==> src/rtl/tea_pkg.sv <==
// types, constants and the round mix function for the tea block cipher core
// no dependencies
package tea_pkg;

  localparam logic [31:0] TEA_DELTA = 32'h9e3779b9;
  localparam int unsigned CFG_IDX_W = 2;

  localparam logic [CFG_IDX_W-1:0] CFG_KEY_WORD0 = 2'd0;
  localparam logic [CFG_IDX_W-1:0] CFG_KEY_WORD1 = 2'd1;
  localparam logic [CFG_IDX_W-1:0] CFG_KEY_WORD2 = 2'd2;
  localparam logic [CFG_IDX_W-1:0] CFG_KEY_WORD3 = 2'd3;

  localparam logic KIND_ENCRYPT = 1'b0;
  localparam logic KIND_DECRYPT = 1'b1;

  typedef struct packed {
    logic        kind;
    logic [31:0] first_word;
    logic [31:0] second_word;
  } in_t;

  typedef struct packed {
    logic [31:0] result_first;
    logic [31:0] result_second;
  } out_t;

  typedef struct packed {
    logic        kind;
    logic [31:0] x0;
    logic [31:0] x1;
  } stage_t;

  typedef struct packed {
    logic [31:0] k0;
    logic [31:0] k1;
    logic [31:0] k2;
    logic [31:0] k3;
  } key_t;

  function automatic logic [31:0] tea_mix(input logic [31:0] half, input logic [31:0] sum,
                                          input logic [31:0] ka, input logic [31:0] kb);
    logic [31:0] a;
    logic [31:0] b;
    logic [31:0] c;
    a = {half[27:0], 4'b0000} + ka;
    b = half + sum;
    c = {5'b00000, half[31:5]} + kb;
    return a ^ b ^ c;
  endfunction

endpackage

==> src/rtl/tea_round_stage.sv <==
// one half-round pipeline stage: updates one half of the block and registers it
// depends on tea_pkg
module tea_round_stage #(
  parameter logic [31:0] SUM_ENC = 32'h0,
  parameter logic [31:0] SUM_DEC = 32'h0,
  parameter bit          ODD     = 1'b0
) (
  input  logic            clk,
  input  logic            rst_n,
  input  logic            en,
  input  logic            vld_in,
  input  tea_pkg::stage_t dat_in,
  input  tea_pkg::key_t   key,
  output logic            vld_out,
  output tea_pkg::stage_t dat_out
);
  import tea_pkg::*;

  logic        enc;
  logic        upd_first;
  logic [31:0] src;
  logic [31:0] dst;
  logic [31:0] ka;
  logic [31:0] kb;
  logic [31:0] sum;
  logic [31:0] mix;
  logic [31:0] upd;
  logic        vld_r;
  stage_t      dat_r;
  stage_t      dat_nxt;

  always_comb begin
    enc       = (dat_in.kind == KIND_ENCRYPT);
    upd_first = (enc != ODD);
    src       = upd_first ? dat_in.x1 : dat_in.x0;
    dst       = upd_first ? dat_in.x0 : dat_in.x1;
    ka        = upd_first ? key.k0 : key.k2;
    kb        = upd_first ? key.k1 : key.k3;
    sum       = enc ? SUM_ENC : SUM_DEC;
    mix       = tea_mix(src, sum, ka, kb);
    upd       = enc ? (dst + mix) : (dst - mix);
    dat_nxt   = dat_in;
    if (upd_first) begin
      dat_nxt.x0 = upd;
    end else begin
      dat_nxt.x1 = upd;
    end
  end

  always_ff @(posedge clk) begin
    if (!rst_n) begin
      vld_r <= 1'b0;
    end else if (en) begin
      vld_r <= vld_in;
    end
  end

  always_ff @(posedge clk) begin
    if (en) begin
      dat_r <= dat_nxt;
    end
  end

  assign vld_out = vld_r;
  assign dat_out = dat_r;

endmodule

==> config.mk <==
export PLATFORM = sky130hd
export DESIGN_NAME = tea_round_stage
export DESIGN_NICKNAME = d
export VERILOG_FILES = /design/src/rtl/tea_pkg.sv /design/src/rtl/tea_round_stage.sv
export SDC_FILE = /design/constraint.sdc
export NUM_CORES = 1
export LEC_CHECK = 0
export ABC_AREA = 1
export BUFFER_PORTS_ARGS = -buffer_cell sky130_fd_sc_hd__buf_2
export CAP_MARGIN = 20
export CORE_AREA = 2 2 145 147
export DETAILED_ROUTE_END_ITERATION = 8
export DIE_AREA = 0 0 147 149
export PLACE_DENSITY_LB_ADDON = 0.2
export RECOVER_POWER = 100
export SLEW_MARGIN = 20
export SYNTH_ARGS = -nofsm -noshare
export SYNTH_HDL_FRONTEND = slang
export SYNTH_SLANG_ARGS = --single-unit
==> constraint.sdc <==
create_clock -name clk -period 16.4 [get_ports clk]
set_input_delay 2.46 -clock clk [delete_from_list [all_inputs] [get_ports clk]]
set_output_delay 2.46 -clock clk [all_outputs]
set_load 0.005 [all_outputs]
==> metrics.md <==
| Metric | Value |
|---|---|
| Post-synth EDFFs | 65 |
| Vias in the first global route | 13,200 |
| Wire length per cell after detailed routing | 15.7 um |
| Critical register-to-register path endpoint | vld_out |
| Launch point of the critical path | dat_in[64] |
| Count of final hold-check violations | 0 |
| Level count of the clock H-tree | 3 |
| Width of the die | between 100 and 150 um |
| Post-synthesis sequential area ratio | approximately 16% |
| Async set-or-reset flop fraction in the synthesized netlist | 0% |
| Number of maximum-capacitance violations | 3 |
| Detailed placer's ending HPWL | 34.7 mm |
| Post-layout nets | ~2,600 |
| Slowest cell delay on critical path | approximately 2.1 ns |
| Fraction of power spent switching nets | 50.3% |
| Most instantiated flip-flop cell in the synthesis netlist | edfxtp_1 |
| Total gr overflow | 0 |
| Pre-CTS setup slack | ~7.1 ns |
| Class of the worst hold path | reg2reg |
| Number of sinks handled by clock tree synthesis | 66 |
| Placeable Area | slightly above 20,000 um2 |
| Routability-driven placement congestion ratio | ~1 |
| Leakage power figure | approximately 7.9 nW |
| Antenna violations before repair | 2 |
| Maximum vdd ir drop | between 60 and 70 uV |
| Number of buffers inserted by port buffering | approximately 260 |
| RR Startpoint | vld_out |
| CTS root buffer | clkbuf_16 |
| First-pass GRT wire length | around 65 mm |
| I/O Pins | around 260 |
| Final worst-path cycle share | 73.8% |
| FF+latch count, synth | between 60 and 70 |
| Maximum fanout count along the critical path | between 100 and 150 |
| Failing checks | max-capacitance violations, max-slew violations |
| Skew final | 0 ns |
| Startpoint type of the worst setup path | input pin |
| Die outline height | between 100 and 150 um |
| Slowest cell on the critical path | clkbuf_1 |
| Avg Cell Area, Syn | ~5.7 um2 |
| Post-Syn Area | roughly 12,000 um2 |
| Number of instances in the synthesized netlist | ~2,100 |
| Post-DR vias/cell | about 5.5 |
| Setup crit end | dat_out[28] |
| Yosys synthesis warning count | 0 |
| Crit-path most repeated cell | nand2_1 |
| Worst reg-to-reg setup slack | roughly 16 ns |
| Min Clock Period, post-route | between 10 and 15 ns |
| RSZ-0062 raised after global routing | false |
| Worst EP arrival | between 10 and 15 ns |
| Worst hold slack across all endpoints | 0.550 ns |
| Final Max Slew Viols | between 200 and 250 |
| Post-CTS clock slew at the launch and capture registers of the worst setup and hold paths | approximately 0.050 ns |
| Part of the total power dissipated in sequential elements | 18.1% |
| Critical Path Sink Type | register |
| Clock tree from TritonCTS | done |
| Worst rel slew slack | -131% |
| Site row count | 53 |
| Number of clock buffers inserted by TritonCTS | 9 |
| Count of unresolved DRC violations after routing | 0 |
| Die Footprint | 21,900 um2 |
| Count of different cell masters after synthesis | 47 |
| Area overhead of the layout relative to synthesis | 13.7% |
| Net Sw Power | 0.725 mW |
| Clk pwr share | a little over an eighth |
| First-pass detailed-route iteration total | 6 |
| Worst setup slack after layout | ~4.3 ns |
| Sum of negative setup slack | 0 ns |
| Number of hold buffers added after CTS | 0 |
| Combined global-route utilization of all metal layers | 37.1% |
| Number of nets in the synthesized netlist | between 2,000 and 2,500 |
| Routed WL | slightly above 40 mm |
| Cell area power density | ~110 nW/um2 |
| Highest-count cells in the layout ignoring fill and taps | nand2_1, inv_1, buf_2 |
| Classification of the worst setup path | in2reg |
| Commonest non-fill, non-tap cell in the layout | nand2_1 |
| Int Power | about 0.72 mW |
| Initial cell density of the core | roughly three fifths |
| Utilization after layout | 66.6% |
| Max Freq | between 80 and 90 MHz |
| Largest net degree at the start of global routing | ~110 |
| Number of antenna-violating nets in the routed design | 0 |
| Detailed Route Iter0 Violations | 1,466 |
| Fraction of final layout cells sized beyond drive strength 1 | about 14% |
| Slew at the pin with the worst max-slew slack | around 3.5 ns |
| Number of buffers added for setup after CTS | 0 |
| Buffer depth of the longest clock path | 2 |
| Required arrival time at the worst endpoint | 16.36 ns |
| Number of gates given a new drive strength after cts | 0 |
| Status | finished, violations left |
| Logic depth of the worst register-to-register path | 2 |
| Count of filler cells inserted in the layout | 1,906 |
| Total via count after detailed routing | around 14,000 |
| Setup-violating endpoint count in the final report | 0 |
| Comb pwr share | 68.4% |
| Insertion delay to the later sink of the worst-skew pair | around 0.33 ns |
## cell type report
cell class              count  area [um2]  share of cell area, %
flip-flops and latches     66        1970                   14.4
clock inverters             4        50.0                  0.365
well taps                 275         344                   2.51
multi-input cells        1726        8690                   63.4
repair buffers            266        1290                   9.44
diodes                      1        2.50                 0.0183
inverters                 290        1090                   7.98
clock buffers              12         256                   1.87
## power groups by stage
stage	registers [mW]	clock network, mW	logic, mW
floorplan	0.270	0	0.680
global placement	0.260	0	0.937
detailed placement	0.262	0	0.956
CTS	0.260	0.193	0.968
global route	0.264	0.200	1.09
finish	0.261	0.195	0.986
## layer usage
layer	wire length (um)	up-vias	track usage, %
met5	13	-	0
met4	1370	2	13.5
met3	3900	99	5.08
li1	-	7202	-
met1	17400	6368	48.6
met2	18900	760	63.0
## logic make-up (layout without fill, tap and decap cells)
logic type,after synthesis,count (layout),share of synthesized area [%]
buffers and inverters,332,572,11.3
other,0,1,0
DFF,66,66,16.4
adders and majority gates,89,89,9.43
xor gates and xnor gates,85,85,6.18
AOI/OAI and AO/OA,233,233,10.8
and+or+nand+nor,1317,1317,45.7
muxes,2,2,0.166
## state kept, by name, summed over array words and instances (netlist names)
name / count
dat_out: 65
vld_out: 1
## cells in the mapped netlist, types with 2 or more instances
master	number	area share, %
nor3_1	17	0.71
nand2_1	906	28
buf_2	2	0.083
nand4_1	21	1.1
buf_12	2	0.33
buf_4	2	0.12
and2_1	2	0.10
ha_1	86	8.9
a31oi_1	6	0.31
o21ai_2	12	0.87
buf_6	6	0.56
o21bai_1	20	1.2
nor2_1	146	4.5
o21ai_0	94	3.9
xnor2_1	35	2.5
mux2i_1	2	0.17
buf_8	2	0.25
or2_1	3	0.16
fa_1	3	0.50
nand2_2	29	1.5
nand3_2	4	0.33
inv_2	5	0.16
a21oi_1	80	3.3
nand3b_1	18	1.1
edfxtp_1	65	16
or2_2	11	0.57
o21a_1	3	0.19
buf_1	7	0.22
nor2_2	10	0.52
o21ai_1	7	0.29
clkbuf_1	21	0.65
nand2_4	8	0.75
a21o_1	5	0.31
nand3_1	137	5.7
nor2_4	2	0.19
inv_1	284	8.8
o211ai_1	2	0.12
xor2_1	50	3.6
## critical path: cells and delay by family
family	cells	cell delay, ns
AO/OA/AOI/OAI	5	1.01
XOR/XNOR	2	0.34
adder cells (fa/ha/maj)	2	0.73
buffers and inverters	5	4.38
AND/OR/NAND/NOR	15	3.01
## how the worst min path moves through the flow
stage,start,endpoint,cells after the start
3_5_place_dp,vld_out,vld_out,2
5_1_grt,vld_out,vld_out,2
4_1_cts,vld_out,vld_out,2
6_report,vld_out,vld_out,2
2_1_floorplan,vld_out,vld_out,2
3_3_place_gp,vld_out,vld_out,2
## metrics by stage
step,cells,cell area (um2),power [mW]
detailed placement,2623,13500,1.22
CTS,2639,13800,1.42
floorplan,2124,12100,0.950
global placement,2623,13500,1.20
global route,2640,13700,1.56
finish,2640,13700,1.44
No activity file was read; power rests on OpenSTA's default activity.
